===== src/hw/rtl/fir_filter_reflect_edges_macros.svh =====
// Assertion macros for the mirrored-edge FIR filter.
// Depends on clk and rst_n being visible where a macro is used.
`ifndef FIR_FILTER_REFLECT_EDGES_MACROS_SVH
`define FIR_FILTER_REFLECT_EDGES_MACROS_SVH

`ifndef SYNTH
// Property checked on every rising clk edge outside reset.
`define FRF_ASSERT(lbl, prop) \
  lbl: assert property (@(posedge clk) disable iff (!rst_n) prop) \
    else $error("fir filter assertion failed");
// Condition that must never hold outside reset.
`define FRF_NEVER(lbl, cond) \
  lbl: assert property (@(posedge clk) disable iff (!rst_n) !(cond)) \
    else $error("fir filter forbidden condition seen");
`else
`define FRF_ASSERT(lbl, prop)
`define FRF_NEVER(lbl, cond)
`endif

`endif


===== src/hw/rtl/frf_pkg.sv =====
// Shared types, constants and helper function for the mirrored-edge FIR filter.
// No dependencies.
`timescale 1ns / 1ps

package frf_pkg;

  localparam int SAMPLE_W  = 20;
  localparam int COEF_W    = 18;
  localparam int COEF_FRAC = 14;
  localparam int OUT_W     = 27;
  localparam int PROD_W    = COEF_W + SAMPLE_W + 1;
  localparam int NUM_COEF  = 7;
  localparam int TAPCNT_W  = 3;
  localparam int CFG_IDX_W = 3;
  // signed width for tap positions relative to the newest sample
  localparam int POS_W     = 8;

  localparam int OUT_MAX = (1 << (OUT_W - 1)) - 1;
  localparam int OUT_MIN = -(1 << (OUT_W - 1));

  // configuration register indexes
  localparam logic [CFG_IDX_W-1:0] CFG_TAP_COUNT = 3'd0;
  localparam logic [CFG_IDX_W-1:0] CFG_COEF_0    = 3'd1;

  localparam logic [TAPCNT_W-1:0]      TAPS_RESET = 3'd7;
  localparam logic signed [COEF_W-1:0] COEF_RESET = 18'sd2340;

  typedef struct packed {
    logic [SAMPLE_W-1:0] sample;
    logic                final_sample;
  } frf_in_t;

  typedef struct packed {
    logic signed [OUT_W-1:0] filtered;
    logic                    final_result;
  } frf_out_t;

  typedef struct packed {
    logic load_op;
    logic load_prod;
  } frf_tap_ctl_t;

  typedef struct packed {
    logic valid;
    logic last;
  } frf_beat_t;

  // Distance back from the newest sample after mirroring about the first
  // and last sample of the sequence; k is the index of the newest sample.
  function automatic logic [POS_W-1:0] mirror_back(input logic signed [POS_W-1:0] r,
                                                   input logic signed [POS_W-1:0] k);
    logic signed [POS_W-1:0] b;
    if (r < 0) begin
      b = -r;
      if (b > k) b = k;
    end else if (r > k) begin
      b = (k <<< 1) - r;
      if (b < 0) b = '0;
    end else begin
      b = r;
    end
    return b;
  endfunction

endpackage


===== src/hw/rtl/frf_win_cell.sv =====
// One stage of the sample window shift line.
// Depends on frf_pkg.
`timescale 1ns / 1ps

module frf_win_cell (
  input  logic                         clk,
  input  logic                         shift,
  input  logic [frf_pkg::SAMPLE_W-1:0] d_in,
  output logic [frf_pkg::SAMPLE_W-1:0] q_nxt,
  output logic [frf_pkg::SAMPLE_W-1:0] q
);
  import frf_pkg::*;

  logic [SAMPLE_W-1:0] q_r;

  assign q_nxt = shift ? d_in : q_r;
  assign q     = q_r;

  always_ff @(posedge clk) begin
    q_r <= q_nxt;
  end

endmodule


===== config.mk =====
export PLATFORM = sky130hd
export DESIGN_NAME = frf_win_cell
export DESIGN_NICKNAME = d
export VERILOG_FILES = /design/src/hw/rtl/fir_filter_reflect_edges_macros.svh /design/src/hw/rtl/frf_pkg.sv /design/src/hw/rtl/frf_win_cell.sv
export SDC_FILE = /design/constraint.sdc
export NUM_CORES = 1
export LEC_CHECK = 0
export ABC_AREA = 1
export CAP_MARGIN = 5
export CORE_AREA = 2 2 39 41
export CTS_BUF_LIST = sky130_fd_sc_hd__clkbuf_16
export DETAILED_ROUTE_END_ITERATION = 7
export DIE_AREA = 0 0 41 43
export DONT_BUFFER_PORTS = 1
export PLACE_DENSITY = 0.65
export SLEW_MARGIN = 20
export SYNTH_ARGS = -nofsm -noshare
export SYNTH_HDL_FRONTEND = slang
export SYNTH_SLANG_ARGS = --single-unit

===== constraint.sdc =====
create_clock -name clk -period 1.2 [get_ports clk]
set_clock_uncertainty 0.15 [all_clocks]
set_input_delay 0.24 -clock clk [delete_from_list [all_inputs] [get_ports clk]]
set_output_delay 0.24 -clock clk [all_outputs]
set_load 0.05 [all_outputs]

==> results of run 1 <==
==> repair_timing <==
item	4_1_cts	5_1_grt
pin swaps	4	12
resized for setup	25	10
hold endpoints to repair	0	0
endpoints found under the setup margin	20	20
==> power breakdown <==
group | leakage [uW] | total [uW] | switching [uW] | internal, uW
clock network | 0.0000385 | 660 | 218 | 442
logic | 0.000315 | 722 | 573 | 150
registers | 0.000171 | 780 | 38.8 | 741
total | 0.000524 | 2160 | 830 | 1330
==> final timing paths <==
kind / startpoint / to / slack, ns / depth (start not counted)
max: q[14] / q_nxt[14] / -0.02 / 2
min: shift / q[14] / 0.12 / 2
max reg2reg: q[10] / q[10] / 0.36 / 2
min reg2reg: q[12] / q[12] / 0.42 / 2
==> per-layer routing <==
layer | GRT usage, % | up-vias
met5 | 0 | -
met4 | 10.0 | 0
met3 | 4.71 | 2
met2 | 33.1 | 33
met1 | 19.7 | 292
li1 | - | 297
==> cell type report <==
type	count	area, um^2	share of cell area, %
clock buffer	3	75.1	6.80
multi-input combinational	60	423	38.3
inverter	1	6.26	0.567
timing repair buffer	20	150	13.6
clock inverter	1	3.75	0.340
tap	16	20.0	1.81
sequential	20	425	38.5
==> through the flow <==
step | cells | setup slack [ns] | utilization, % | hold slack [ns] | cell area [um^2]
after floorplan | 85 | 0.0155 | - | 0.434 | 742
after global placement | 117 | -0.0136 | 63.2 | 0.440 | 875
after detailed placement | 117 | -0.0170 | 63.2 | 0.442 | 875
after CTS | 121 | -0.0102 | 77.0 | 0.119 | 1070
after global routing | 121 | -0.0450 | 79.7 | 0.126 | 1100
final | 121 | -0.0199 | 79.7 | 0.119 | 1100
==> kinds of logic after synthesis <==
| kind of cell | after synthesis | share of synthesized area, % |
|---|---|---|
| buf+inv | 5 | 6.19 |
| flops | 20 | 60.0 |
| simple gates | 60 | 33.8 |
==> synthesized netlist by cell type (all sizes together) <==
cell / instances / area share [%]
nand2: 60 / 34
inv: 1 / 0.56
dfxtp: 20 / 60
buf: 4 / 5.6
==> worst max-delay path, delay by kind of cell (launching register included) <==
kind          cells  cell delay (ns)
flops             1             0.34
simple gates      2             0.24
==> metrics.md, run 1 <==
| Metric | Value |
|---|---|
| Skew-Pair Late Insertion Delay | roughly 0.24 ns |
| Core area | ~0.0014 mm^2 |
| Filler cell count | between 90 and 100 |
| YS warnings | 0 |
| First-pass GRT wire length | between 2000 and 2500 um |
| Endpoints failing setup | 13 |
| CTS tree | yes |
| Fin. Hold Viols | 0 |
| Vias per inst | between 5 and 6 |
| Detailed Route Iter0 Violations | 0 |
| Hold Crit Class | in2reg |
| Initial antenna violation count | 0 |
| Total negative slack | -0.111 ns |
| Synth Area per Inst | around 7.8 um^2 |
| Yosys reg bits | 20 |
| Final Max Slew Viols | 0 |
| Netlist cell types | 5 |
| Clock sink count | 20 |
| Antenna diodes | 0 |
| M1 WL | around 580 um |
| Crit. End Element | output pin |
| # rows | 14 |
| Startpoint Class | flip-flop |
| Starting density of the core | between 40% and 50% |
| Residual DRC | 0 |
| Critical-path cell list | nand2_2 > nand2_4 |
| Crit path max fanout | 2 |
| PwrDens | 1960 mW/mm^2 |
| Die ar. | 0.00176 mm^2 |
| Share of cells above drive strength 1 | approximately 72% |
| Commonest cells after routing, fill and taps aside | 28 x nand2_1, 20 x buf_4, 20 x dfxtp_2, 18 x nand2_4, 12 x nand2_2 |
| IO buf count | 0 |
| Minimum clock period after layout | approximately 1.2 ns |
| Clock transition at the registers of the reported paths | approximately 0.05 ns |
| Syn nets | ~110 |
| Routed length on met2 | roughly 850 um |
| CTS Hold Bufs | 0 |
| Htree depth | 1 |
| Met3 wire len | ~150 um |
| Post-synthesis sequential area ratio | between 60% and 70% |
| Longest Clk Path Bufs | 2 |
| Total Power | ~2200 uW |
| Critical Path RT | a little over 0.8 ns |
| Gate Count Post-Synth | between 80 and 90 |
| Area Overhead vs Synth | 65.5% |
| Global Route Usage Sum | between 10% and 20% |
| Remaining Overflow, GRT | 0 |
| Post-DRT Antenna Nets | 0 |
| Drt pass-1 iters | 1 |
| Vias in the first global route | around 600 |
| Synth Cell Area | approximately 670 um^2 |
| Slew margin rel. | 83.4% |
| Post-CTS Setup Inserts | 0 |
| Failing checks | setup timing |
| Setup WS post-layout | -0.0199 ns |
| Uppermost layer routed | met4 |
| Outcome | finished, violations left |
| Slowest cell delay on critical path | ~0.34 ns |
| Crit share post-route | 102% |
| Total CTS buffers | 3 |
| I/O pin cnt | 62 |
| Pin count of the biggest net entering global routing | 22 |
| Unrepaired setup endpoints after global routing | yes |
| Die height | between 40 and 50 um |
| Routability cong. | approximately 0.66 |
| Dpl hpwl | between 1000 and 1500 um |
| VDD IR-drop max | between 1 and 1.5 mV |
| Slowest stage cell, crit path | dfxtp_2 |
| Max reg flops | 20 |
| Leakage | between 0.0005 and 0.0006 uW |
| # nets final | between 100 and 150 |
| DIE WIDTH | roughly 40 um |
| Max_cap viols | 0 |
| Slew @ Worst Pin | 0.250 ns |
| WL per Instance | about 13 um |
| Crit path kind | reg2out |
| Final WL | between 1500 and 2000 um |
| Routed via count | between 600 and 700 |
| Data arrival, critical path | 0.83 ns |
| Root Buffer | clkbuf_16 |
| Fmax | just over 0.8 GHz |
| Most common cell after layout, fill and taps aside | nand2_1 |
No activity file was read; power rests on OpenSTA's default activity.
==> run 2: changes to the inputs <==
ABC_AREA = 0   (was 1)
GPL_ROUTABILITY_DRIVEN = 0   (was not set)
PLACE_DENSITY = 0.7   (was 0.65)
clock period = 1.3 ns   (was 1.2 ns; I/O delays follow)
==> run 2 against run 1 <==
The run still ends with setup timing left. Non-clock buffer count rose by 2. Worst hold slack improved by 0.028 ns. Combinational power fell by 0.6%. Largest power group unchanged. Highest routed layer unchanged.
==> metrics.md, run 2 <==
| Metric | Value |
|---|---|
| Detailed Route Iter0 Violations | 3 |
| Area contributors post-synth | dfxtp_1 55%, mux2_4 42%, buf_6 3.1% |
| Netlist cell types | 3 |
| Most common cell after layout, fill and taps aside | buf_4 |
| Syn nets | 64 |
| Final Max Slew Viols | 0 |
| M1 WL | approximately 550 um |
| Dpl hpwl | 1180 um |
| Commonest cells after routing, fill and taps aside | 21 x buf_4, 20 x mux2_4, 20 x dfxtp_2, 3 x clkbuf_16, 1 x buf_6 |
| FFs w/ async S/R, synth | 0% |
| Crit. End Element | output pin |
| Die ar. | about 0.0018 mm^2 |
| I/O pin cnt | 62 |
| Slowest stage cell, crit path | mux2_4 |
| Max_cap viols | 0 |
| # nets final | approximately 90 |
| Critical-path cell list | mux2_4 |
| Uppermost layer routed | met4 |
| Core area | about 0.0014 mm^2 |
| Outcome | finished, violations left |
| Drt pass-1 iters | 2 |
| Crit share post-route | 103% |
| Yosys reg bits | 20 |
| Leakage | approximately 0.00048 uW |
| DIE WIDTH | a little over 40 um |
| Routed via count | roughly 420 |
| First-pass GRT wire length | ~2100 um |
| IO buf count | 0 |
| Endpoints failing setup | 20 |
| Htree depth | 1 |
| R2R Path Start | q[17] |
| CTS Hold Bufs | 0 |
| Remaining Overflow, GRT | 0 |
| Synth Area per Inst | 17.2 um^2 |
| Skew-Pair Late Insertion Delay | ~0.25 ns |
| Gate Count Post-Synth | 42 |
| Pin count of the biggest net entering global routing | 21 |
| Fin. Hold Viols | 0 |
| Post-Route Utilization | 71.5% |
| Vias in the first global route | just over 400 |
| Setup slack, reg-to-reg | roughly 0.32 ns |
| Post-synthesis sequential area ratio | between 50% and 60% |
| HP Start | d_in[10] |
| Share of cells above drive strength 1 | 100% |
| Antenna diodes | 0 |
| Leading area contributor after synthesis | dfxtp_1 |
| Global Route Usage Sum | a little under a fifth |
| Hold WS | 0.148 ns |
| Synth Cell Area | between 700 and 800 um^2 |
| Synth top area share | about 55% |
| # rows | 14 |
| Unrepaired setup endpoints after global routing | yes |
| Hold path cells | 1 |
| VDD IR-drop max | roughly 1.1 mV |
| Crit path max fanout | 2 |
| Final WL | 1560 um |
| Prevailing post-synth register cell | dfxtp_1 |
| Commonest cells post-synth | 20 x dfxtp_1, 20 x mux2_4, 2 x buf_6 |
| Initial antenna violation count | 0 |
| Clock sink count | 20 |
| Slew @ Worst Pin | 0.175 ns |
| CTS tree | yes |
| Met3 wire len | around 260 um |
| Longest Clk Path Bufs | 2 |
| Clock transition at the registers of the reported paths | 0.05 ns |
| Worst Hold Endpoint | q[10] |
| Residual DRC | 0 |
| Slew margin rel. | approximately nine tenths |
| Worst path bufs/invs | 0 |
| Area Overhead vs Synth | 36.9% |
| WL per Instance | approximately 19 um |
| Crit path kind | reg2out |
| PwrDens | just over 2000 mW/mm^2 |
| Startpoint Class | flip-flop |
| Routed length on met2 | roughly 740 um |
| Vias per inst | approximately 5.2 |
| Critical Path RT | 0.89 ns |
| Root Buffer | clkbuf_16 |
| Critical R2R Capture | q[17] |
| Hold Crit Class | in2reg |
| Post-synth EDFFs | 0 |
| Setup WS post-layout | -0.0435 ns |
| Cell count of the worst reg-to-reg path | 1 |
| Post-DRT Antenna Nets | 0 |
| Filler cell count | 84 |
| Slowest cell delay on critical path | 0.36 ns |
| Total CTS buffers | 3 |
| Max reg flops | 20 |
| Data arrival, critical path | 0.93 ns |
| Minimum clock period after layout | between 1 and 1.5 ns |
| Starting density of the core | 52.3% |
| Fmax | approximately 0.74 GHz |
| Failing checks | setup timing |
| Die height | about 43 um |
| Family with the most delay on the worst path | multiplexers |
| YS warnings | 0 |
==> run 2: cell types whose count changed in the layout (fill, tap and decap cells not counted) <==
cell / previous run / this run
nand2_8: 2 / 0
mux2_4: 0 / 20
inv_4: 1 / 0
nand2_2: 12 / 0
buf_6: 0 / 1
clkinv_1: 1 / 0
nand2_4: 18 / 0
nand2_1: 28 / 0
buf_4: 20 / 21
==> run 2: repair_timing <==
| action | CTS | global route |
|---|---|---|
| endpoints found under the hold margin | 0 | 0 |
| setup endpoints to repair | 20 | 21 |
| pin swaps | 0 | 0 |
| gates resized for setup | 0 | 1 |
| setup buffers | 2 | 0 |
==> run 2: worst max path at each step <==
stage          start   endpoint  cells after the start
2_1_floorplan  shift   q_nxt[0]                      2
3_3_place_gp   q[18]  q_nxt[18]                      1
3_5_place_dp   q[17]  q_nxt[17]                      1
4_1_cts        q[17]  q_nxt[17]                      1
5_1_grt         q[7]   q_nxt[7]                      1
6_report       q[17]  q_nxt[17]                      1
==> run 2: area by class of cell <==
type	instances	area, um^2	share of cell area (%)
Sequential cell	20	425	43.0
Multi-Input combinational cell	20	300	30.3
Timing Repair Buffer	22	169	17.1
Clock buffer	3	75.1	7.59
Tap cell	16	20.0	2.02
==> run 2: per-stage QoR <==
step | power (uW) | std cells | setup TNS, ns | worst slack [ns] | cell area, um^2
floorplan | 1340 | 42 | 0 | 0.0964 | 748
global placement | 1440 | 76 | 0 | 0.240 | 896
detailed placement | 1450 | 76 | 0 | 0.225 | 896
CTS | 2060 | 81 | -0.613 | -0.0459 | 986
global route | 2120 | 81 | -0.910 | -0.0579 | 990
finish | 2050 | 81 | -0.558 | -0.0435 | 990
==> run 2: cell families after synthesis <==
kind of cell           after synthesis  synth area share (%)
buffers and inverters                2                  3.11
DFF                                 20                  55.4
muxes                               20                  41.5
==> run 2: power by group <==
group | total [uW] | internal [uW] | switching [uW]
clock network | 604 | 404 | 200
logic | 718 | 194 | 524
registers | 730 | 694 | 37.0
total | 2050 | 1290 | 761
==> run 2: metal layers <==
layer	vias up	track usage, %
li1	191	-
met1	186	21.3
met2	45	26.9
met4	0	10.0
met5	-	0
met3	2	9.42
