==> src/hw/rtl/fir_filter_reflect_edges_macros.svh <==
// Assertion macros for the mirrored-edge FIR filter.
// Depends on clk and rst_n being visible where a macro is used.
`ifndef FIR_FILTER_REFLECT_EDGES_MACROS_SVH
`define FIR_FILTER_REFLECT_EDGES_MACROS_SVH

`ifndef SYNTH
// Property checked on every rising clk edge outside reset.
`define FRF_ASSERT(lbl, prop) \
  lbl: assert property (@(posedge clk) disable iff (!rst_n) prop) \
    else $error("fir filter assertion failed");
// Condition that must never hold outside reset.
`define FRF_NEVER(lbl, cond) \
  lbl: assert property (@(posedge clk) disable iff (!rst_n) !(cond)) \
    else $error("fir filter forbidden condition seen");
`else
`define FRF_ASSERT(lbl, prop)
`define FRF_NEVER(lbl, cond)
`endif

`endif

==> src/hw/rtl/frf_pkg.sv <==
// Shared types, constants and helper function for the mirrored-edge FIR filter.
// No dependencies.
`timescale 1ns / 1ps

package frf_pkg;

  localparam int SAMPLE_W  = 20;
  localparam int COEF_W    = 18;
  localparam int COEF_FRAC = 14;
  localparam int OUT_W     = 27;
  localparam int PROD_W    = COEF_W + SAMPLE_W + 1;
  localparam int NUM_COEF  = 7;
  localparam int TAPCNT_W  = 3;
  localparam int CFG_IDX_W = 3;
  // signed width for tap positions relative to the newest sample
  localparam int POS_W     = 8;

  localparam int OUT_MAX = (1 << (OUT_W - 1)) - 1;
  localparam int OUT_MIN = -(1 << (OUT_W - 1));

  // configuration register indexes
  localparam logic [CFG_IDX_W-1:0] CFG_TAP_COUNT = 3'd0;
  localparam logic [CFG_IDX_W-1:0] CFG_COEF_0    = 3'd1;

  localparam logic [TAPCNT_W-1:0]      TAPS_RESET = 3'd7;
  localparam logic signed [COEF_W-1:0] COEF_RESET = 18'sd2340;

  typedef struct packed {
    logic [SAMPLE_W-1:0] sample;
    logic                final_sample;
  } frf_in_t;

  typedef struct packed {
    logic signed [OUT_W-1:0] filtered;
    logic                    final_result;
  } frf_out_t;

  typedef struct packed {
    logic load_op;
    logic load_prod;
  } frf_tap_ctl_t;

  typedef struct packed {
    logic valid;
    logic last;
  } frf_beat_t;

  // Distance back from the newest sample after mirroring about the first
  // and last sample of the sequence; k is the index of the newest sample.
  function automatic logic [POS_W-1:0] mirror_back(input logic signed [POS_W-1:0] r,
                                                   input logic signed [POS_W-1:0] k);
    logic signed [POS_W-1:0] b;
    if (r < 0) begin
      b = -r;
      if (b > k) b = k;
    end else if (r > k) begin
      b = (k <<< 1) - r;
      if (b < 0) b = '0;
    end else begin
      b = r;
    end
    return b;
  endfunction

endpackage

==> src/hw/rtl/frf_tap_cell.sv <==
// One filter tap: operand register and registered weight product.
// Depends on frf_pkg.
`timescale 1ns / 1ps

module frf_tap_cell (
  input  logic                              clk,
  input  frf_pkg::frf_tap_ctl_t             ctl,
  input  logic [frf_pkg::SAMPLE_W-1:0]      op_in,
  input  logic                              tap_on,
  input  logic signed [frf_pkg::COEF_W-1:0] coef,
  output logic signed [frf_pkg::PROD_W-1:0] prod
);
  import frf_pkg::*;

  logic [SAMPLE_W-1:0]      op_r;
  logic signed [PROD_W-1:0] prod_r;
  logic signed [PROD_W-1:0] prod_nxt;

  // unused taps carry a zero operand
  assign prod_nxt = coef * $signed({1'b0, op_r});
  assign prod     = prod_r;

  always_ff @(posedge clk) begin
    if (ctl.load_op) begin
      op_r <= tap_on ? op_in : '0;
    end
    if (ctl.load_prod) begin
      prod_r <= prod_nxt;
    end
  end

endmodule

==> config.mk <==
export PLATFORM = sky130hd
export DESIGN_NAME = frf_tap_cell
export DESIGN_NICKNAME = d
export VERILOG_FILES = /design/src/hw/rtl/fir_filter_reflect_edges_macros.svh /design/src/hw/rtl/frf_pkg.sv /design/src/hw/rtl/frf_tap_cell.sv
export SDC_FILE = /design/constraint.sdc
export NUM_CORES = 1
export LEC_CHECK = 0
export BUFFER_PORTS_ARGS = -buffer_cell sky130_fd_sc_hd__buf_4
export CAP_MARGIN = 20
export CELL_PAD_IN_SITES_DETAIL_PLACEMENT = 1
export CELL_PAD_IN_SITES_GLOBAL_PLACEMENT = 1
export CORE_AREA = 2 2 136 204
export DETAILED_ROUTE_END_ITERATION = 10
export DIE_AREA = 0 0 138 206
export GPL_TIMING_DRIVEN = 0
export PLACE_DENSITY_LB_ADDON = 0.12
export RECOVER_POWER = 50
export SLEW_MARGIN = 10
export SYNTH_ARGS = -nofsm -noshare
export SYNTH_HDL_FRONTEND = slang
export SYNTH_SLANG_ARGS = --single-unit
==> constraint.sdc <==
create_clock -name clk -period 12.6 [get_ports clk]
set_input_delay 1.89 -clock clk [delete_from_list [all_inputs] [get_ports clk]]
set_output_delay 1.89 -clock clk [all_outputs]
set_load 0.005 [all_outputs]
==> results of run 1 <==
## cell usage in the layout, fill, tap and decap left out, drive strengths merged, types with 2 or more instances in the layout
| master | n |
|---|---|
| a41oi | 2 |
| and3 | 2 |
| o31ai | 2 |
| bufinv | 2 |
| nor3 | 9 |
| xnor2 | 20 |
| a211oi | 2 |
| diode | 2 |
| a21oi | 35 |
| nand4 | 6 |
| clkinv | 2 |
| inv | 376 |
| clkbuf | 74 |
| nor2b | 17 |
| a21o | 7 |
| fa | 288 |
| ha | 137 |
| and4 | 4 |
| o211ai | 2 |
| and2 | 157 |
| buf | 66 |
| nand2 | 236 |
| nor2 | 16 |
| xor2 | 11 |
| o21a | 8 |
| a311oi | 2 |
| nand2b | 9 |
| o21ai | 15 |
| a31oi | 8 |
| a2111oi | 2 |
| nand3 | 12 |
| o21bai | 6 |
| edfxtp | 59 |
## path summary, 6_finish.rpt
path         cells after the start  slack [ns]            endpoint             startpoint
min                              1        0.96   prod[0]$_DFFE_PP_  op_r[0]$_SDFFCE_PN0P_
max reg2reg                     20        5.46  prod[34]$_DFFE_PP_  op_r[9]$_SDFFCE_PN0P_
min reg2reg                      1        0.96   prod[0]$_DFFE_PP_  op_r[0]$_SDFFCE_PN0P_
max                             19        4.65  prod[34]$_DFFE_PP_               coef[11]
## cell families (layout without fill, tap and decap cells)
group | Yosys count | in the layout | synth area share (%)
flip-flops | 59 | 59 | 12.4
other | 0 | 2 | 0
AO/OA/AOI/OAI | 103 | 103 | 5.06
AND/OR/NAND/NOR | 471 | 471 | 16.2
buffers and inverters | 443 | 521 | 11.8
XOR/XNOR | 31 | 31 | 1.91
adder cells (fa/ha/maj) | 425 | 425 | 52.6
## worst max-delay path, stage by stage
cell      delay, ns
clkbuf_1       0.57
nand2_1        0.18
fa_1           0.53
inv_1          0.05
fa_1           0.49
fa_1           0.63
fa_1           0.46
fa_1           0.50
inv_1          0.06
fa_1           0.57
inv_1          0.07
ha_1           0.42
nand2_1        0.19
nor3_1         0.30
nand3_1        0.21
nor3b_2        0.36
a211oi_1       0.19
o31ai_1        0.29
xor2_1         0.11
## through the flow
stage,instances,hold slack [ns]
after floorplan,1532,0.626
after global placement,1936,0.922
after detailed placement,1936,0.922
after CTS,1952,0.938
after global routing,1952,0.964
final,1954,0.958
## final cells by class
class                      count  area (um^2)
antenna                        2         5.00
buffer                        69          274
clock buffer                   9          225
clock inverter                 7         98.8
fill                        3173        11400
inverter                     374         1400
multi-input combinational   1030        10800
sequential                    59         1770
tap                          342          428
timing repair buffer          62          458
## metal layers
metal / wire length, um / up-vias / GRT usage, %
li1: - / 4706 / -
met1: 13500 / 5729 / 30.4
met2: 24200 / 330 / 60.0
met3: 1640 / 144 / 3.36
met4: 3430 / 0 / 22.9
met5: 0 / - / 0
## registers in the layout, indices dropped and copies added (netlist names)
register and cells:
prod 39, op_r 20
==> impl_metrics.toml, run 1 <==
[yosys]
yosysSeqAreaShare_pct = 12.4
synthArstFlopShare_pct = 0
yosysMostFrequentCell = "inv_1"
synth_top_cell_by_area = "fa_1"
ys_warn_count = 0
synth.area.top_cells = "fa_1, edfxtp_1, ha_1"
yosysUniqueCellTypes = 54
syn_area_um2 = 14200
syn_nets = 1999
synth_top_area_share_pct = 40.5
syn_inst = 1532
synth_enable_flop_cells = 59
synth-seq-cells = 59
synth_common_cells = "inv_1, fa_1, nand2_1, and2_1, ha_1"
synth_top_flop_cell = "edfxtp_1"
avgSynthCellArea_um2 = 9.29

[layout]
area_delta_synth_final_pct = 8.54
fin_util_pct = 57.5
stdcell_area_um2 = 15400
final_layout_size_suffix_gt1_share_pct = 5.71
nNetsFinal = 2072

[die]
ios = 81
floorplan.initialDensity_pct = 53.0
die_x_um = 138
die_area_um2 = 28400
die_h_um = 206
core_area_um2 = 26900
rows = 74

[outcome]
status = "complete, but fails checks"
failed_checks = "max-capacitance violations, max-slew violations"

[hold_path]
hp-class = "reg -> reg"

[sta]
fin_crit_sh_pct = 63.1
fin_ws_ns = 4.65
fin_setup_tns_ns = 0
fin_crit_ns = 7.95
setup_violations = 0
finClkSkew_ns = 0.0197
slew_headroom_pct = -43.6
hold_viol = 0
final_max_slew_viol_count = 40
rsz0062_at_grt = "no"
clock.fmax_mhz = 126
worst_slew_pin_slew_ns = 2.15

[place]
place_congestion = 0.905
hpwlAfterDp_mm = 35.9
dp_slack_ns = 4.38
place_area_um2 = 15100
port-buffer-count = 62

[route]
vias_per_cell = 5.58
drt_iter0_markers = 480
drcViolationCount = 0
vias = 10909
totalWireLength_mm = 42.8
wl_per_cell_um = 21.9
ant_nets = 0
first_pass_iters = 5

[critical_path]
required_ns = 12.72
cp-start-kind = "input pin"
crit_path_end_kind = "register"
cp.arrival_ns = 8.07
crit_fanout = 10
critPathKind = "in -> reg"

[global_routing]
grtUsageTotal_pct = 31.0
antenna_found_initial = 0
grt_pass1_vias = 12309
grt-ovfl-total = 0
grt_max_degree = 40
grt_pass1_wl_mm = 65.8

[cts]
clkLatencyLatePin_ns = 0.39
numCtsBuffers = 9
cts_setup_buffers = 0
cts_tree = "yes"
cts_resized = 0
ctsHoldBuffers = 0
clockBufferDepth = 2
htreeDepth = 3
clock-sinks = 59
clk_pin_slew_ns = 0.06
cts-root-buf = "clkbuf_16"

[job]
maxCapViolations = 1
Power of run 1 is left out: the tool's default activity adds up to more than one toggle a clock period on the data nets, which glitch-free logic cannot reach.
==> run 2, diff against run 1 <==
- CORE_AREA: 2 2 136 204 -> 2 2 141 212
- DIE_AREA: 0 0 138 206 -> 0 0 143 214
- clock period: 12.6 -> 8 ns (I/O delays scaled with it)
==> run 2 against run 1 <==
The flow still finishes with violations (max-capacitance violations, max-slew violations). Wire length is 1.8% lower. Register-to-register slack got worse by 4.7 ns. Sequential share of layout area hardly changed. Design area up 0.39%. Hold slack improved by 0.043 ns. Count of clock-buffer cells in the layout is the same. First-iteration DRC count down 15%. Flip-flop and latch count did not move. Global-route usage is 2.0 points lower. Non-clock buffer count unchanged. Clock skew rose by 0.0016 ns. Highest routed layer unchanged.
==> impl_metrics.toml, run 2 (synthesis gave the netlist of run 1 again) <==
[critical_path]
path_depth = 21
cp-start-kind = "register"
crit_fanout = 10
crit_buf_inv = 6
slowest_stage = "fa_1"
r2r_slack_ns = 0.81
crit_path_end_kind = "register"
cp_cell_sequence = "clkbuf_1 -> clkbuf_1 -> nand2_1 -> fa_1 -> inv_1 -> fa_1 -> fa_1 -> fa_1 -> fa_1 -> inv_1 -> fa_1 -> inv_1 -> ha_1 -> clkbuf_1 -> nand2_1 -> nor3_1 -> nand3_1 -> nor3b_2 -> a211oi_1 -> o31ai_1 -> xor2_1"
critPathKind = "reg -> reg"
crit_start = "op_r[8]$_SDFFCE_PN0P_"
cpPeakStageDelay_ns = 0.63
crit_end = "prod[34]$_DFFE_PP_"
required_ns = 8.11
cp.arrival_ns = 7.30
cp_top_family = "adder cells"
r2r-start = "op_r[8]$_SDFFCE_PN0P_"
reg2regPathDepth = 21
path_common_cell = "fa_1"
rr_endpoint = "prod[34]$_DFFE_PP_"

[route]
drcViolationCount = 0
first_pass_iters = 7
drt_iter0_markers = 408
wl_per_cell_um = 21.0
ant_nets = 0
vias_per_cell = 5.37
vias = 10750
totalWireLength_mm = 42.0

[die]
die_h_um = 214
die_area_um2 = 30600
ios = 81
rows = 76
floorplan.initialDensity_pct = 49.7
core_area_um2 = 28600
die_x_um = 143

[layout]
area_delta_synth_final_pct = 8.96
largest_register_ffs = 39
final_layout_size_suffix_gt1_share_pct = 5.71
final_cell_mix = "inv_1, fa_1, nand2_1, and2_1, ha_1"
final_common_cell = "inv_1"
nNetsFinal = 2072

[sta]
fin_crit_ns = 7.19
final_max_slew_viol_count = 40
rsz0062_at_grt = "no"
setup_violations = 0
slew_headroom_pct = -39.1
fin_setup_tns_ns = 0
finClkSkew_ns = 0.0213
fin_crit_sh_pct = 89.9
fin_ws_ns = 0.808
clock.fmax_mhz = 139
hold_viol = 0
worst_slew_pin_slew_ns = 2.09

[place]
hpwlAfterDp_mm = 35.6
dp_slack_ns = 0.414
port-buffer-count = 62
place_congestion = 0.909

[cts]
ctsHoldBuffers = 0
clkLatencyLatePin_ns = 0.38
clk_pin_slew_ns = 0.08
cts_tree = "yes"
cts-root-buf = "clkbuf_16"
cts_resized = 0
clockBufferDepth = 2
cts_setup_buffers = 0
numCtsBuffers = 9
clock-sinks = 59
htreeDepth = 3

[global_routing]
grt-ovfl-total = 0
grt_pass1_vias = 12265
grtUsageTotal_pct = 29.1
antenna_found_initial = 1
grt_max_degree = 40
grt_pass1_wl_mm = 65.4

[hold_path]
hp-class = "reg -> reg"

[job]
maxCapViolations = 1

[outcome]
status = "complete, but fails checks"
failed_checks = "max-capacitance violations, max-slew violations"
run 2: cell types whose count changed in the layout (fill, tap and decap cells not counted):
cell and change:
and2_0 -3, and2_1 +3
run 2: stage by stage:
stage / cell area (um^2) / hold WS [ns] / utilization [%] / instances
final: 15500 / 1.00 / 54.2 / 2002
after global routing: 15500 / 1.02 / 54.2 / 2000
after CTS: 15500 / 0.970 / 54.2 / 2000
after detailed placement: 15200 / 0.943 / 53.1 / 1984
after global placement: 15200 / 0.940 / 53.1 / 1984
after floorplan: 14200 / 0.626 / - / 1532
run 2: cell type report:
class                      instances  area, um^2
antenna                            2        5.00
fill                            3336       13100
tap                              390         488
clock buffer                       9         225
multi-input combinational       1030       10800
buffer                            69         274
sequential                        59        1770
timing repair buffer              62         458
inverter                         374        1400
clock inverter                     7        98.8
run 2: worst min-delay path by stage:
stage                               start                end  slack (ns)  cells after the start
floorplan           op_r[0]$_SDFFCE_PN0P_  prod[0]$_DFFE_PP_        0.63                      1
global placement    op_r[0]$_SDFFCE_PN0P_  prod[0]$_DFFE_PP_        0.94                      1
detailed placement  op_r[0]$_SDFFCE_PN0P_  prod[0]$_DFFE_PP_        0.94                      1
CTS                 op_r[0]$_SDFFCE_PN0P_  prod[0]$_DFFE_PP_        0.97                      1
global route        op_r[0]$_SDFFCE_PN0P_  prod[0]$_DFFE_PP_        1.02                      1
finish              op_r[0]$_SDFFCE_PN0P_  prod[0]$_DFFE_PP_        1.00                      1
run 2: worst reg2reg max path: cells and delay by family (launching register included):
kind                     cells  cell delay [ns]
XOR/XNOR                     1             0.11
AO/OA/AOI/OAI                2             0.46
buffers and inverters        6             1.54
AND/OR/NAND/NOR              5             1.09
flip-flops                   1             0.31
adder cells (fa/ha/maj)      7             3.43
run 2: metal layers:
| layer | GRT usage, % | up-vias | share of wire (%) |
|---|---|---|---|
| met5 | 0 | - | 0 |
| met4 | 21.7 | 0 | 8.8 |
| met3 | 3.51 | 146 | 3.1 |
| met2 | 53.7 | 263 | 55 |
| met1 | 29.0 | 5625 | 33 |
| li1 | - | 4716 | - |
Power of run 2 is left out for the same reason.
==> run 3, diff against run 2 <==
--- a/config.mk
+++ b/config.mk
@@ -17,3 +17,3 @@
 export RECOVER_POWER = 50
-export SLEW_MARGIN = 10
+export SLEW_MARGIN = 20
 export SYNTH_ARGS = -nofsm -noshare
==> constraint.sdc (replaced) <==
create_clock -name clk -period 8 [get_ports clk]
set_input_delay 0.4 -clock clk [delete_from_list [all_inputs] [get_ports clk]]
set_output_delay 0.4 -clock clk [all_outputs]
set_load 0.005 [all_outputs]
==> run 3 against run 2 <==
The flow still finishes with violations (max-capacitance violations, max-slew violations). Utilization did not move. First-iteration DRC count unchanged. Critical path type unchanged. Critical path depth stayed put. Wire length stayed put.
==> impl_metrics.toml, run 3 (synthesis gave the netlist of run 1 again) <==
[cts]
clock-sinks = 59
cts_resized = 0
cts-root-buf = "clkbuf_16"
htreeDepth = 3
clk_pin_slew_ns = 0.08
cts_tree = "yes"
clockBufferDepth = 2
numCtsBuffers = 9
ctsHoldBuffers = 0
cts_setup_buffers = 0
clkLatencyLatePin_ns = 0.38

[die]
die_x_um = 143
floorplan.initialDensity_pct = 49.7
die_h_um = 214
rows = 76
die_area_um2 = 30600
ios = 81
core_area_um2 = 28600

[critical_path]
cpPeakStageDelay_ns = 0.63
cp_cell_sequence = "clkbuf_1 -> clkbuf_1 -> nand2_1 -> fa_1 -> inv_1 -> fa_1 -> fa_1 -> fa_1 -> fa_1 -> inv_1 -> fa_1 -> inv_1 -> ha_1 -> clkbuf_1 -> nand2_1 -> nor3_1 -> nand3_1 -> nor3b_2 -> a211oi_1 -> o31ai_1 -> xor2_1"
cp_top_family = "adder cells"
path_common_cell = "fa_1"
slowest_stage = "fa_1"
crit_fanout = 10
critPathKind = "reg -> reg"
cp.arrival_ns = 7.30
crit_buf_inv = 6
cp-start-kind = "register"
crit_path_end_kind = "register"
required_ns = 8.11

[sta]
slew_headroom_pct = -39.1
fin_ws_ns = 0.808
final_max_slew_viol_count = 40
hold_viol = 0
worst_slew_pin_slew_ns = 2.09
fin_crit_sh_pct = 89.9
fin_crit_ns = 7.19
finClkSkew_ns = 0.0213
fin_setup_tns_ns = 0
rsz0062_at_grt = "no"
setup_violations = 0
clock.fmax_mhz = 139

[global_routing]
antenna_found_initial = 1
grt_pass1_wl_mm = 65.4
grtUsageTotal_pct = 29.1
grt-ovfl-total = 0
grt_pass1_vias = 12265
grt_max_degree = 40

[route]
wl_met2_mm = 23.3
wl_per_cell_um = 21.0
ant_nets = 0
wl_met3_mm = 1.29
first_pass_iters = 7
m1WireLength_mm = 13.8
vias = 10750
drt_iter0_markers = 408
totalWireLength_mm = 42.0
drcViolationCount = 0
vias_per_cell = 5.37
routed.top_layer = "met4"

[outcome]
status = "complete, but fails checks"
failed_checks = "max-capacitance violations, max-slew violations"

[layout]
nFillCells = 3336
largest_register_ffs = 39
final_common_cell = "inv_1"
final_cell_mix = "inv_1, fa_1, nand2_1, and2_1, ha_1"
final_layout_size_suffix_gt1_share_pct = 5.71
area_delta_synth_final_pct = 8.96
nNetsFinal = 2072

[place]
hpwlAfterDp_mm = 35.6
dp_slack_ns = 0.771
place_congestion = 0.909
port-buffer-count = 62

[hold_path]
hp-class = "in -> reg"

[job]
maxCapViolations = 1
==> run 3: area by class of cell <==
class	count	area (um^2)	share of cell area, %
clock buffer	9	225	1.45
multi-input combinational	1030	10800	69.5
timing repair buffer	62	458	2.95
clock inverter	7	98.8	0.637
inverter	374	1400	9.05
buffer	69	274	1.77
antenna	2	5.00	0.0323
sequential	59	1770	11.4
tap	390	488	3.15
==> run 3: final timing paths <==
kind                            slack (ns)             startpoint  depth (start not counted)                     to
worst max-delay path                  0.81  op_r[8]$_SDFFCE_PN0P_                         21     prod[34]$_DFFE_PP_
worst min-delay path                  0.30               op_in[1]                          2  op_r[1]$_SDFFCE_PN0P_
worst max register to register        0.81  op_r[8]$_SDFFCE_PN0P_                         21     prod[34]$_DFFE_PP_
worst min register to register        1.00  op_r[0]$_SDFFCE_PN0P_                          1      prod[0]$_DFFE_PP_
==> run 3: stage by stage <==
stage	hold slack, ns	area, um^2	std cells	util, %
3_5_place_dp	0.687	15200	1984	53.1
3_3_place_gp	0.680	15200	1984	53.1
2_1_floorplan	0.512	14200	1532	-
5_1_grt	0.305	15500	2000	54.2
4_1_cts	0.284	15500	2000	54.2
6_report	0.304	15500	2002	54.2
==> run 3: worst register-to-register path: stages, from the launching register on <==
cell	delay (ns)
edfxtp_1	0.31
clkbuf_1	0.47
clkbuf_1	0.60
nand2_1	0.20
fa_1	0.60
inv_1	0.06
fa_1	0.44
fa_1	0.63
fa_1	0.51
fa_1	0.52
inv_1	0.05
fa_1	0.48
inv_1	0.04
ha_1	0.25
clkbuf_1	0.32
nand2_1	0.13
nor3_1	0.21
nand3_1	0.20
nor3b_2	0.35
a211oi_1	0.19
o31ai_1	0.27
xor2_1	0.11
==> run 3: routing by layer <==
metal  GRT usage, %  vias to the layer above
met4           21.7                        0
met5              0                        -
met2           53.7                      263
met3           3.51                      146
li1               -                     4716
met1           29.0                     5625
Power of run 3 is left out for the same reason.
