<file path="src/hw/rtl/fir_filter_reflect_edges_macros.svh">
// Assertion macros for the mirrored-edge FIR filter.
// Depends on clk and rst_n being visible where a macro is used.
`ifndef FIR_FILTER_REFLECT_EDGES_MACROS_SVH
`define FIR_FILTER_REFLECT_EDGES_MACROS_SVH

`ifndef SYNTH
// Property checked on every rising clk edge outside reset.
`define FRF_ASSERT(lbl, prop) \
  lbl: assert property (@(posedge clk) disable iff (!rst_n) prop) \
    else $error("fir filter assertion failed");
// Condition that must never hold outside reset.
`define FRF_NEVER(lbl, cond) \
  lbl: assert property (@(posedge clk) disable iff (!rst_n) !(cond)) \
    else $error("fir filter forbidden condition seen");
`else
`define FRF_ASSERT(lbl, prop)
`define FRF_NEVER(lbl, cond)
`endif

`endif

</file>
<file path="src/hw/rtl/frf_pkg.sv">
// Shared types, constants and helper function for the mirrored-edge FIR filter.
// No dependencies.
`timescale 1ns / 1ps

package frf_pkg;

  localparam int SAMPLE_W  = 20;
  localparam int COEF_W    = 18;
  localparam int COEF_FRAC = 14;
  localparam int OUT_W     = 27;
  localparam int PROD_W    = COEF_W + SAMPLE_W + 1;
  localparam int NUM_COEF  = 7;
  localparam int TAPCNT_W  = 3;
  localparam int CFG_IDX_W = 3;
  // signed width for tap positions relative to the newest sample
  localparam int POS_W     = 8;

  localparam int OUT_MAX = (1 << (OUT_W - 1)) - 1;
  localparam int OUT_MIN = -(1 << (OUT_W - 1));

  // configuration register indexes
  localparam logic [CFG_IDX_W-1:0] CFG_TAP_COUNT = 3'd0;
  localparam logic [CFG_IDX_W-1:0] CFG_COEF_0    = 3'd1;

  localparam logic [TAPCNT_W-1:0]      TAPS_RESET = 3'd7;
  localparam logic signed [COEF_W-1:0] COEF_RESET = 18'sd2340;

  typedef struct packed {
    logic [SAMPLE_W-1:0] sample;
    logic                final_sample;
  } frf_in_t;

  typedef struct packed {
    logic signed [OUT_W-1:0] filtered;
    logic                    final_result;
  } frf_out_t;

  typedef struct packed {
    logic load_op;
    logic load_prod;
  } frf_tap_ctl_t;

  typedef struct packed {
    logic valid;
    logic last;
  } frf_beat_t;

  // Distance back from the newest sample after mirroring about the first
  // and last sample of the sequence; k is the index of the newest sample.
  function automatic logic [POS_W-1:0] mirror_back(input logic signed [POS_W-1:0] r,
                                                   input logic signed [POS_W-1:0] k);
    logic signed [POS_W-1:0] b;
    if (r < 0) begin
      b = -r;
      if (b > k) b = k;
    end else if (r > k) begin
      b = (k <<< 1) - r;
      if (b < 0) b = '0;
    end else begin
      b = r;
    end
    return b;
  endfunction

endpackage

</file>
<file path="src/hw/rtl/frf_accum.sv">
// Registered adder tree over the tap products, scaling, saturation and
// output register. Depends on frf_pkg.
`timescale 1ns / 1ps

module frf_accum #(
  parameter int NUM_TAPS = 7
) (
  input  logic                              clk,
  input  logic                              rst_n,
  input  frf_pkg::frf_beat_t                beat_in,
  input  logic signed [frf_pkg::PROD_W-1:0] prod [NUM_TAPS],
  output logic                              ready,
  input  logic                              out_stall,
  output logic                              out_valid,
  output frf_pkg::frf_out_t                 out_data
);
  import frf_pkg::*;

  localparam int LEVELS = (NUM_TAPS > 1) ? $clog2(NUM_TAPS) : 1;
  localparam int LEAVES = 1 << LEVELS;
  localparam int SUM_W  = PROD_W + LEVELS;

  logic signed [SUM_W-1:0] leaf [LEAVES];
  logic signed [SUM_W-1:0] node_r [1:LEAVES-1];
  logic [LEVELS:1]         tv_r;
  logic [LEVELS:1]         tf_r;
  logic                    ov_r;
  frf_out_t                out_data_r;
  frf_out_t                out_data_nxt;
  logic [LEVELS+1:1]       en_t;
  logic signed [SUM_W-1:0] biased;
  logic signed [SUM_W-1:0] quot;

  genvar gi;
  for (gi = 0; gi < LEAVES; gi++) begin : g_leaf
    if (gi < NUM_TAPS) begin : g_prod
      assign leaf[gi] = SUM_W'(prod[gi]);
    end else begin : g_pad
      assign leaf[gi] = '0;
    end
  end

  // heap order: node 1 is the root, each level one pipeline stage
  for (gi = 1; gi < LEAVES; gi++) begin : g_node
    localparam int STG = LEVELS + 1 - $clog2(gi + 1);
    logic signed [SUM_W-1:0] sum_a;
    logic signed [SUM_W-1:0] sum_b;
    if (2 * gi >= LEAVES) begin : g_from_leaf
      assign sum_a = leaf[2 * gi - LEAVES];
      assign sum_b = leaf[2 * gi + 1 - LEAVES];
    end else begin : g_from_node
      assign sum_a = node_r[2 * gi];
      assign sum_b = node_r[2 * gi + 1];
    end
    always_ff @(posedge clk) begin
      if (en_t[STG]) begin
        node_r[gi] <= sum_a + sum_b;
      end
    end
  end

  // a stage loads when empty or when its contents move on
  always_comb begin
    en_t[LEVELS+1] = !ov_r || !out_stall;
    for (int s = LEVELS; s >= 1; s--) begin
      en_t[s] = !tv_r[s] || en_t[s+1];
    end
  end

  assign ready = en_t[1];

  // divide by 2^COEF_FRAC truncating toward zero, then clamp
  always_comb begin
    biased = node_r[1] + (node_r[1][SUM_W-1] ? SUM_W'((1 << COEF_FRAC) - 1) : SUM_W'(0));
    quot   = biased >>> COEF_FRAC;
    if (quot > SUM_W'(OUT_MAX)) begin
      out_data_nxt.filtered = OUT_W'(OUT_MAX);
    end else if (quot < SUM_W'(OUT_MIN)) begin
      out_data_nxt.filtered = OUT_W'(OUT_MIN);
    end else begin
      out_data_nxt.filtered = quot[OUT_W-1:0];
    end
    out_data_nxt.final_result = tf_r[LEVELS];
  end

  always_ff @(posedge clk) begin
    if (!rst_n) begin
      tv_r <= '0;
      ov_r <= 1'b0;
    end else begin
      if (en_t[1]) begin
        tv_r[1] <= beat_in.valid;
      end
      for (int s = 2; s <= LEVELS; s++) begin
        if (en_t[s]) begin
          tv_r[s] <= tv_r[s-1];
        end
      end
      if (en_t[LEVELS+1]) begin
        ov_r <= tv_r[LEVELS];
      end
    end
  end

  always_ff @(posedge clk) begin
    if (en_t[1]) begin
      tf_r[1] <= beat_in.last;
    end
    for (int s = 2; s <= LEVELS; s++) begin
      if (en_t[s]) begin
        tf_r[s] <= tf_r[s-1];
      end
    end
    if (en_t[LEVELS+1]) begin
      out_data_r <= out_data_nxt;
    end
  end

  assign out_valid = ov_r;
  assign out_data  = out_data_r;

endmodule

</file>
<file path="config.mk">
export PLATFORM = sky130hd
export DESIGN_NAME = frf_accum
export DESIGN_NICKNAME = d
export VERILOG_FILES = /design/src/hw/rtl/fir_filter_reflect_edges_macros.svh /design/src/hw/rtl/frf_pkg.sv /design/src/hw/rtl/frf_accum.sv
export SDC_FILE = /design/constraint.sdc
export NUM_CORES = 1
export LEC_CHECK = 0
export BUFFER_PORTS_ARGS = -buffer_cell sky130_fd_sc_hd__buf_2
export CORE_MARGIN = 1
export CORE_UTILIZATION = 45
export CTS_BUF_LIST = sky130_fd_sc_hd__clkbuf_2 sky130_fd_sc_hd__clkbuf_4 sky130_fd_sc_hd__clkbuf_8
export CTS_CLUSTER_DIAMETER = 50
export DETAILED_ROUTE_END_ITERATION = 8
export PLACE_DENSITY = 0.64
export RECOVER_POWER = 100
export SETUP_SLACK_MARGIN = 0.05
export SYNTH_ARGS = -nofsm -noshare
export SYNTH_HDL_FRONTEND = slang
export SYNTH_SLANG_ARGS = --single-unit
export TNS_END_PERCENT = 10
</file>
<file path="constraint.sdc">
create_clock -name clk -period 7.64 [get_ports clk]
set_input_delay 0.764 -clock clk [delete_from_list [all_inputs] [get_ports clk]]
set_output_delay 0.764 -clock clk [all_outputs]
set_load 0.05 [all_outputs]
</file>
==> results.sh, run 1 <==
export IMPL_status="complete, but fails checks"
export IMPL_violations="max-capacitance violations, max-slew violations"
export IMPL_cts_resized=0
export IMPL_timing_rr_start="node_r[0][83]$_DFFE_PP_"
export IMPL_antenna_left=0
export IMPL_crit_path_max_fanout=25
export IMPL_syn_area_per_cell_um2=10.7
export IMPL_finalNetCount=2976
export IMPL_min_period_ns=4.49
export IMPL_wirelength_um=52500
export IMPL_cp_start_kind="flip-flop"
export IMPL_synthTopCellsByCount="edfxtp_1, ha_1, a21oi_1"
export IMPL_cts_clk_slew_worst_paths_ns=0.06
export IMPL_seq_area_frac_synth_pct=42.9
export IMPL_post_route_cells_drive_above_1_share_pct=15.8
export IMPL_pwr_density_cell_nw_per_um2=361
export IMPL_grt_usage_pct=20.8
export IMPL_coreArea_um2=49000
export IMPL_cp_required_ns=7.98
export IMPL_syn_to_final_growth_pct=15.3
export IMPL_antenna_found_initial=13
export IMPL_cts_tree="built"
export IMPL_max_freq_mhz=223
export IMPL_vias_per_cell=5.39
export IMPL_ctsHtreeMaxLevel=2
export IMPL_clockPowerShare_pct=19.4
export IMPL_ys_ff_latch=320
export IMPL_ios=308
export IMPL_numCtsBuffers=58
export IMPL_die_w_um=225
export IMPL_synth_area_leaders="edfxtp_1, ha_1, xnor2_1"
export IMPL_cp_cell_sequence="ha_1 -> a31o_1 -> a21o_1 -> a21oi_1 -> o21ai_0 -> a311oi_1 -> nor4b_1 -> nand2_1 -> xor2_1 -> or2_0 -> o21ai_0"
export IMPL_tns_ns=0
export IMPL_setup_viol=0
export IMPL_post_route_period_util_pct=58.8
export IMPL_place_gp_congestion=0.947
export IMPL_synthFlopType="edfxtp_1"
export IMPL_p_leak_nw=11.3
export IMPL_synth_cell_types=85
export IMPL_yosysTopAreaCell="edfxtp_1"
export IMPL_cts_root_buffer="clkbuf_8"
export IMPL_ys_warn_count=0
export IMPL_cts_sinks=320
export IMPL_final_area_um2=25700
export IMPL_dp_hpwl_um=42600
export IMPL_grt_pass1_vias=17000
export IMPL_final_max_slew_violation_count=262
export IMPL_grt_pass1_wl_um=83400
export IMPL_placed_area_um2=24700
export IMPL_fin_skew_ns=0.0320
export IMPL_hold_viol=0
export IMPL_clockBufferDepth=3
export IMPL_p_sw_share_pct=38.3
export IMPL_worstMarginPinSlew_ns=3.75
export IMPL_grt_max_degree=155
export IMPL_fin_total_pwr_w=0.00928
export IMPL_drtIter0Drc=842
export IMPL_crit_top_cell="o21ai_0"
export IMPL_vdd_drop_max_uv=178
export IMPL_syn_nets=2628
export IMPL_vias=17100
export IMPL_p_int_w=0.00572
export IMPL_min_to="node_r[0][303]$_DFFE_PP_"
export IMPL_synthArstFlopShare_pct=0
export IMPL_numPortBuffers=307
export IMPL_min_path_cells=1
export IMPL_post_route_util_pct=52.6
export IMPL_p_seq_share_pct=33.8
export IMPL_cpPeakStageDelay_ns=0.93
export IMPL_switching_power_w=0.00356
export IMPL_cp_arrival_ns=4.84
export IMPL_die_area_um2=50500
export IMPL_r2r_end="out_data[14]$_SDFFCE_PN1P_"
export IMPL_yosysTopAreaCellShare_pct=42.5
export IMPL_synth_edff_count=316
export IMPL_r2r_slack_ns=3.15
export IMPL_yosysMostFrequentCell="edfxtp_1"
export IMPL_postSynthCellCount=2093
export IMPL_clock_latency_ns=0.66
export IMPL_post_cts_buffers=0
export IMPL_die_height_um=225
export IMPL_routedWlPerCell_um=16.6
export IMPL_rows=81
export IMPL_grt_ovfl_total=0
export IMPL_dr_pass1_iters=7
export IMPL_mappedNetlistArea_um2=22300
export IMPL_fill_cells=4429
export IMPL_reg2reg_depth=11
export IMPL_pwr_share_comb_pct=46.8
export IMPL_hold_class="primary input to flip-flop"
export IMPL_cts_hold_buf=0
export IMPL_cp_end_kind="flip-flop"
export IMPL_drc=0
export IMPL_maxCapViolCount=3
export IMPL_crit_type="flip-flop to flip-flop"
export IMPL_rsz0062_at_grt="false"
export IMPL_cp_slowest_cell="a311oi_1"
export IMPL_initial_utilization_pct=45.6
export IMPL_slew_headroom_pct=-150
export IMPL_min_from="prod[9]"
## critical path, delay by kind of cell (launching register included)
family | cells | cell delay [ns]
AO/OA/AOI/OAI | 6 | 1.74
AND/OR/NAND/NOR | 3 | 1.11
flip-flops | 1 | 0.82
adder cells (fa/ha/maj) | 1 | 0.36
XOR/XNOR | 1 | 0.14
## per-layer routing
layer  vias to the layer above  GRT usage, %  routed length [um]
met5                         -             0                   0
met2                       414          35.1               24500
met1                      7848          26.3               23500
met3                       123          3.04                2380
met4                         0          9.92                2110
li1                       8676             -                   -
## sequential cells by signal (all words and copies together), names as in the netlist
| name | cells |
|---|---|
| tv_r | 3 |
| out_valid | 1 |
| tf_r | 3 |
| out_data | 28 |
| node_r | 285 |
## cell type report
cell class	count	area [um2]	share of cell area (%)
multi-input combinational	1658	12200	47.2
sequential	320	9570	37.2
timing repair buffer	311	1510	5.85
clock buffer	74	918	3.57
tap	664	831	3.23
clock inverter	36	397	1.54
inverter	92	345	1.34
antenna	10	25.0	0.0972
## worst max-delay path by stage
stage	to	startpoint
2_1_floorplan	node_r[0][168]$_DFFE_PP_	out_stall
3_3_place_gp	node_r[0][246]$_DFFE_PP_	prod[117]
3_5_place_dp	node_r[0][246]$_DFFE_PP_	prod[117]
4_1_cts	out_data[14]$_SDFFCE_PN1P_	node_r[0][83]$_DFFE_PP_
5_1_grt	out_data[14]$_SDFFCE_PN1P_	node_r[0][83]$_DFFE_PP_
6_report	out_data[14]$_SDFFCE_PN1P_	node_r[0][83]$_DFFE_PP_
## layout by cell type (no fill, tap or decap), types with 33 or more instances in the layout
cell type | synthesis | final
ha_1 | 251 | 251
nand2_1 | 112 | 112
xor2_1 | 76 | 76
nand3_1 | 51 | 51
o21a_1 | 33 | 33
xnor2_1 | 162 | 162
a21oi_1 | 204 | 205
buf_2 | 5 | 267
edfxtp_1 | 316 | 316
o21ai_0 | 115 | 124
inv_1 | 92 | 92
nor2_1 | 106 | 106
a21o_1 | 147 | 147
clkbuf_1 | 18 | 41
clkbuf_8 | 0 | 58
## power by group through the flow
stage	registers (W)	clock network, W	logic [W]
3_5_place_dp	0.00317	0	0.00440
5_1_grt	0.00320	0.00194	0.00486
6_report	0.00314	0.00180	0.00434
3_3_place_gp	0.00316	0	0.00436
2_1_floorplan	0.00330	0	0.00324
4_1_cts	0.00314	0.00186	0.00443
## logic make-up (layout without fill, tap and decap cells)
kind of cell	count (synthesis)	count (layout)	synth area share, %
mux	2	2	0.0897
flops	320	320	42.9
simple gates	462	462	10.3
xor+xnor	238	238	9.34
other cells	0	10	0
compound gates	699	699	20.8
buf+inv	115	513	1.96
fa+ha+maj	257	257	14.6
## per-stage QoR
step	worst slack [ns]	std cells	hold slack, ns
floorplan	0.862	2093	0.400
global placement	3.66	3045	0.404
detailed placement	3.61	3045	0.405
CTS	3.83	3155	0.221
global route	2.49	3159	0.247
finish	3.15	3165	0.274
Power figures use the tool's default switching activity.
==> run 2: changes to the inputs <==
Settings changed: PLACE_DENSITY 0.64 to 0.66.
Clock period 7.64 ns to 3.9 ns, I/O delays scaled along.
==> run 2 against run 1 <==
Global-route usage about the same; clock power grew 64%; first-iteration DRC count is 23% lower; the flow still finishes with violations (max-capacitance violations, max-slew violations); sequential share of layout area shrank 0.46 points; critical path type is now primary input to flip-flop; clock skew is 0.012 ns lower; routed wire length is 0.77% higher; worst hold slack worse by 0.20 ns; final cell count increased by 1.3%; sequential power up 96%; combinational power rose by 100%; cell area grew 1.2%.
==> results.sh, run 2 (synthesized netlist as in run 1, its figures left out) <==
export IMPL_clockPowerShare_pct=16.7
export IMPL_fin_skew_ns=0.0205
export IMPL_antenna_found_initial=9
export IMPL_syn_to_final_growth_pct=16.7
export IMPL_p_sw_share_pct=39.3
export IMPL_die_area_um2=50500
export IMPL_die_w_um=225
export IMPL_dr_pass1_iters=5
export IMPL_final_max_slew_violation_count=154
export IMPL_vias_per_cell=5.38
export IMPL_largest_reg_flops=285
export IMPL_grt_max_degree=116
export IMPL_final_common_cell="edfxtp_1"
export IMPL_cts_sinks=320
export IMPL_grt_pass1_wl_um=83600
export IMPL_wirelength_um=52900
export IMPL_clockBufferDepth=3
export IMPL_most_common_layout_cells="edfxtp_1, buf_2, ha_1, a21oi_1, xnor2_1"
export IMPL_holdWs_ns=0.0706
export IMPL_max_freq_mhz=275
export IMPL_cts_root_buffer="clkbuf_8"
export IMPL_numPortBuffers=307
export IMPL_cts_resized=0
export IMPL_fill_cells=4454
export IMPL_cp_start_kind="primary input"
export IMPL_switching_power_w=0.00698
export IMPL_dp_cells=3049
export IMPL_status="complete, but fails checks"
export IMPL_cp_arrival_ns=4.02
export IMPL_crit_path_max_fanout=4
export IMPL_cts_tree="built"
export IMPL_ios=308
export IMPL_routedWlPerCell_um=16.5
export IMPL_slew_headroom_pct=-42.2
export IMPL_coreArea_um2=49000
export IMPL_vdd_drop_max_uv=322
export IMPL_p_int_w=0.0108
export IMPL_dp_hpwl_um=42700
export IMPL_cts_clk_slew_worst_paths_ns=0.06
export IMPL_crit_type="primary input to flip-flop"
export IMPL_vias=17200
export IMPL_top_register="node_r"
export IMPL_post_route_cells_drive_above_1_share_pct=15.2
export IMPL_ctsHtreeMaxLevel=2
export IMPL_drtIter0Drc=645
export IMPL_place_gp_congestion=0.938
export IMPL_pwr_share_comb_pct=48.8
export IMPL_finalNetCount=3024
export IMPL_cp_end_kind="flip-flop"
export IMPL_p_leak_nw=11.4
export IMPL_setup_viol=0
export IMPL_hold_class="primary input to flip-flop"
export IMPL_numCtsBuffers=56
export IMPL_rows=81
export IMPL_hold_viol=0
export IMPL_rsz0062_at_grt="false"
export IMPL_final_cells=3205
export IMPL_grt_pass1_vias=17100
export IMPL_maxCapViolCount=2
export IMPL_worstMarginPinSlew_ns=2.13
export IMPL_drc=0
export IMPL_clock_latency_ns=0.64
export IMPL_initial_utilization_pct=45.6
export IMPL_tns_ns=0
export IMPL_min_period_ns=3.64
export IMPL_post_route_period_util_pct=93.3
export IMPL_antenna_left=0
export IMPL_p_seq_share_pct=34.6
export IMPL_violations="max-capacitance violations, max-slew violations"
export IMPL_grt_ovfl_total=0
export IMPL_cp_required_ns=4.28
export IMPL_grt_usage_pct=20.8
export IMPL_die_height_um=225
export IMPL_pwr_density_cell_nw_per_um2=682
-- run 2: cell types whose count changed in the layout (fill, tap and decap cells not counted), sizes merged --
cell and delta:
dlygate4sd3 +44, bufinv -7, clkbuf +6, diode -4
clkinv +2, buf -1
-- run 2: critical path, stage by stage --
cell and delay, ns:
dlygate4sd3_1 0.54, buf_2 0.12, ha_1 0.18, a21o_1 0.16
a21oi_1 0.28, o21ai_0 0.23, a31oi_1 0.45, a31oi_1 0.26
or4_1 0.66, a311oi_4 0.34, o21bai_2 0.08, a21o_1 0.19
xor2_1 0.13
-- run 2: through the flow --
| step | util [%] | area (um2) | worst slack, ns | power (W) |
|---|---|---|---|---|
| after floorplan | - | 22300 | 0.637 | 0.0128 |
| after global placement | 50.5 | 24700 | 0.398 | 0.0147 |
| after detailed placement | 50.5 | 24700 | 0.233 | 0.0149 |
| after CTS | 53.6 | 26200 | 0.224 | 0.0180 |
| after global routing | 53.2 | 26100 | 0.0677 | 0.0191 |
| final | 53.2 | 26100 | 0.262 | 0.0178 |
-- run 2: final timing paths --
kind	startpoint	endpoint	slack, ns	cells past startpoint
hold reg to reg	tf_r[3]$_DFFE_PP_	out_data[0]$_DFFE_PP_	0.42	0
setup / recovery	prod[234]	node_r[0][205]$_DFFE_PP_	0.26	13
setup reg to reg	node_r[0][168]$_DFFE_PP_	node_r[0][120]$_DFFE_PP_	0.34	13
hold / removal	prod[78]	node_r[0][252]$_DFFE_PP_	0.07	2
-- run 2: power groups by stage --
stage	Combinational, W	Clock (W)	Sequential, W
after CTS	0.00872	0.00306	0.00618
after detailed placement	0.00862	0	0.00624
after global routing	0.00968	0.00319	0.00628
after floorplan	0.00634	0	0.00646
final	0.00867	0.00296	0.00614
after global placement	0.00850	0	0.00623
-- run 2: what timing repair did --
item / in CTS / in global routing
buffers inserted: 0 / 2
hold buffers: 44 / 0
setup endpoints to repair: 0 / 25
hold endpoints to repair: 45 / 0
-- run 2: routing by layer --
layer	GRT usage, %	wire length (um)
met5	0	71
met4	8.21	1780
met3	3.40	2470
met2	36.6	25600
met1	25.5	23000
-- run 2: final cells by class --
class / count / area [um2] / share of cell area (%)
diodes: 6 / 15.0 / 0.0576
clock buffers: 73 / 905 / 3.47
inverters: 92 / 345 / 1.32
clock inverters: 31 / 179 / 0.686
multi-input cells: 1658 / 12200 / 46.9
flip-flops and latches: 320 / 9570 / 36.7
well taps: 664 / 831 / 3.19
repair buffers: 361 / 1990 / 7.65
==> run 3: changes to the inputs <==
Settings changed: PLACE_DENSITY 0.66 to 0.64.
Clock period 3.9 ns to 4.52 ns, I/O delays scaled along.
==> run 3 against run 2 <==
The run still ends with max-capacitance violations, max-slew violations left; clock power shrank 8.1%; worst hold slack gained 0.012 ns; combinational power shrank 15%; total power shrank 13%; critical endpoint is now node_r[0][168]$_DFFE_PP_; largest power group unchanged.
==> results.sh, run 3 (synthesized netlist as in run 1, its figures left out) <==
export IMPL_ctsHtreeMaxLevel=2
export IMPL_grt_max_degree=123
export IMPL_drc=0
export IMPL_path_buf_inv=1
export IMPL_clockBufferDepth=3
export IMPL_cp_slowest_cell="nand3_1"
export IMPL_most_common_layout_cells="edfxtp_1, buf_2, ha_1, a21oi_1, xnor2_1"
export IMPL_setup_slack_ns=0.573
export IMPL_routedWlPerCell_um=16.5
export IMPL_finalNetCount=3009
export IMPL_hold_viol=0
export IMPL_vdd_drop_max_uv=331
export IMPL_die_w_um=225
export IMPL_cpPeakStageDelay_ns=1.35
export IMPL_cp_end_kind="flip-flop"
export IMPL_top_register="node_r"
export IMPL_pwr_density_cell_nw_per_um2=595
export IMPL_dp_hpwl_um=42200
export IMPL_cts_tree="built"
export IMPL_grt_usage_pct=20.7
export IMPL_cp_start_kind="flip-flop"
export IMPL_cp_cell_sequence="and3_1 -> nand3_1 -> clkbuf_4"
export IMPL_largest_reg_flops=285
export IMPL_antenna_left=0
export IMPL_min_to="tv_r[3]$_SDFFE_PN0P_"
export IMPL_die_height_um=225
export IMPL_fin_skew_ns=0.0331
export IMPL_cts_sinks=320
export IMPL_clock_latency_ns=0.63
export IMPL_slew_headroom_pct=-51.9
export IMPL_tns_ns=0
export IMPL_grt_pass1_wl_um=83000
export IMPL_final_area_um2=26000
export IMPL_final_common_cell="edfxtp_1"
export IMPL_syn_to_final_growth_pct=16.3
export IMPL_violations="max-capacitance violations, max-slew violations"
export IMPL_wirelength_um=52400
export IMPL_vias=17200
export IMPL_fin_total_pwr_w=0.0154
export IMPL_crit_family="simple AND/OR/NAND/NOR gates"
export IMPL_place_gp_congestion=0.948
export IMPL_numPortBuffers=307
export IMPL_min_period_ns=3.95
export IMPL_post_route_period_util_pct=87.3
export IMPL_post_cts_buffers=0
export IMPL_min_from="rst_n"
export IMPL_ios=308
export IMPL_timing_rr_start="out_valid$_SDFFE_PN0P_"
export IMPL_holdWs_ns=0.0828
export IMPL_antenna_found_initial=5
export IMPL_rows=81
export IMPL_rsz0062_at_grt="false"
export IMPL_initial_utilization_pct=45.6
export IMPL_reg2reg_depth=3
export IMPL_vias_per_cell=5.39
export IMPL_numCtsBuffers=56
export IMPL_hold_class="primary input to flip-flop"
export IMPL_worstMarginPinSlew_ns=2.27
export IMPL_coreArea_um2=49000
export IMPL_dp_worst_setup_slack_ns=0.835
export IMPL_min_path_cells=2
export IMPL_cts_root_buffer="clkbuf_8"
export IMPL_die_area_um2=50500
export IMPL_dr_pass1_iters=5
export IMPL_r2r_slack_ns=0.57
export IMPL_setup_viol=0
export IMPL_maxCapViolCount=4
export IMPL_max_freq_mhz=253
export IMPL_final_max_slew_violation_count=263
export IMPL_status="complete, but fails checks"
export IMPL_cts_resized=0
export IMPL_drtIter0Drc=830
export IMPL_post_route_cells_drive_above_1_share_pct=15.0
export IMPL_cp_arrival_ns=4.01
export IMPL_grt_ovfl_total=0
export IMPL_crit_path_max_fanout=122
export IMPL_placed_area_um2=24700
export IMPL_crit_type="flip-flop to flip-flop"
export IMPL_p_leak_nw=11.4
export IMPL_r2r_end="node_r[0][168]$_DFFE_PP_"
export IMPL_fill_cells=4408
export IMPL_cp_required_ns=4.59
export IMPL_grt_pass1_vias=17100
export IMPL_cts_clk_slew_worst_paths_ns=0.06
export IMPL_cp_startpoint="out_valid$_SDFFE_PN0P_"
-- run 3: cell count changes in the layout (fill, tap and decap cells not counted), moves of 2 or more --
cell / delta
clkinv_2: -2
clkinv_1: -3
bufinv_16: +4
clkinvlp_4: -4
dlygate4sd3_1: -10
clkbuf_1: -2
buf_4: -2
-- run 3: final cells by class --
cell class	count	area [um2]	area share [%]
repair buffers	346	1850	7.13
inverters	92	345	1.33
clock inverters	25	239	0.920
diodes	5	12.5	0.0482
clock buffers	74	912	3.51
flip-flops and latches	320	9570	36.9
well taps	664	831	3.20
multi-input cells	1658	12200	47.0
-- run 3: what timing repair did --
action                                  4_1_cts  5_1_grt
endpoints found under the setup margin        0        0
hold endpoints to repair                     34        0
hold buffers                                 34        0
-- run 3: where the power goes --
group / switching [W] / internal [W] / leakage [nW]
Clock: 0.00113 / 0.00159 / 0.609
Sequential: 0.000537 / 0.00478 / 3.37
Combinational: 0.00428 / 0.00313 / 7.42
Total: 0.00595 / 0.00950 / 11.4
-- run 3: worst reg2reg max path, delay by kind of cell, from the launching register on --
family,cells,cell delay [ns]
simple gates,2,1.63
buf+inv,1,1.33
flops,1,0.37
-- run 3: through the flow --
step,utilization [%],instances
floorplan,-,2093
global route,53.0,3183
CTS,53.5,3179
detailed placement,50.4,3046
global placement,50.4,3046
finish,53.0,3184
-- run 3: worst max-delay path by stage --
stage / cells past startpoint / slack (ns) / endpoint
finish: 3 / 0.57 / node_r[0][168]$_DFFE_PP_
detailed placement: 9 / 0.84 / out_data[25]$_SDFFCE_PN1P_
CTS: 9 / 0.81 / out_data[22]$_SDFFCE_PN1P_
floorplan: 2 / 1.26 / node_r[0][100]$_DFFE_PP_
global placement: 11 / 1.0 / out_data[25]$_SDFFCE_PN1P_
global route: 3 / 0.23 / node_r[0][168]$_DFFE_PP_
-- run 3: per-layer routing --
metal	track usage (%)	wire [um]
met5	0	14
met1	26.1	23300
met2	35.3	24500
met4	9.48	2240
met3	2.70	2290
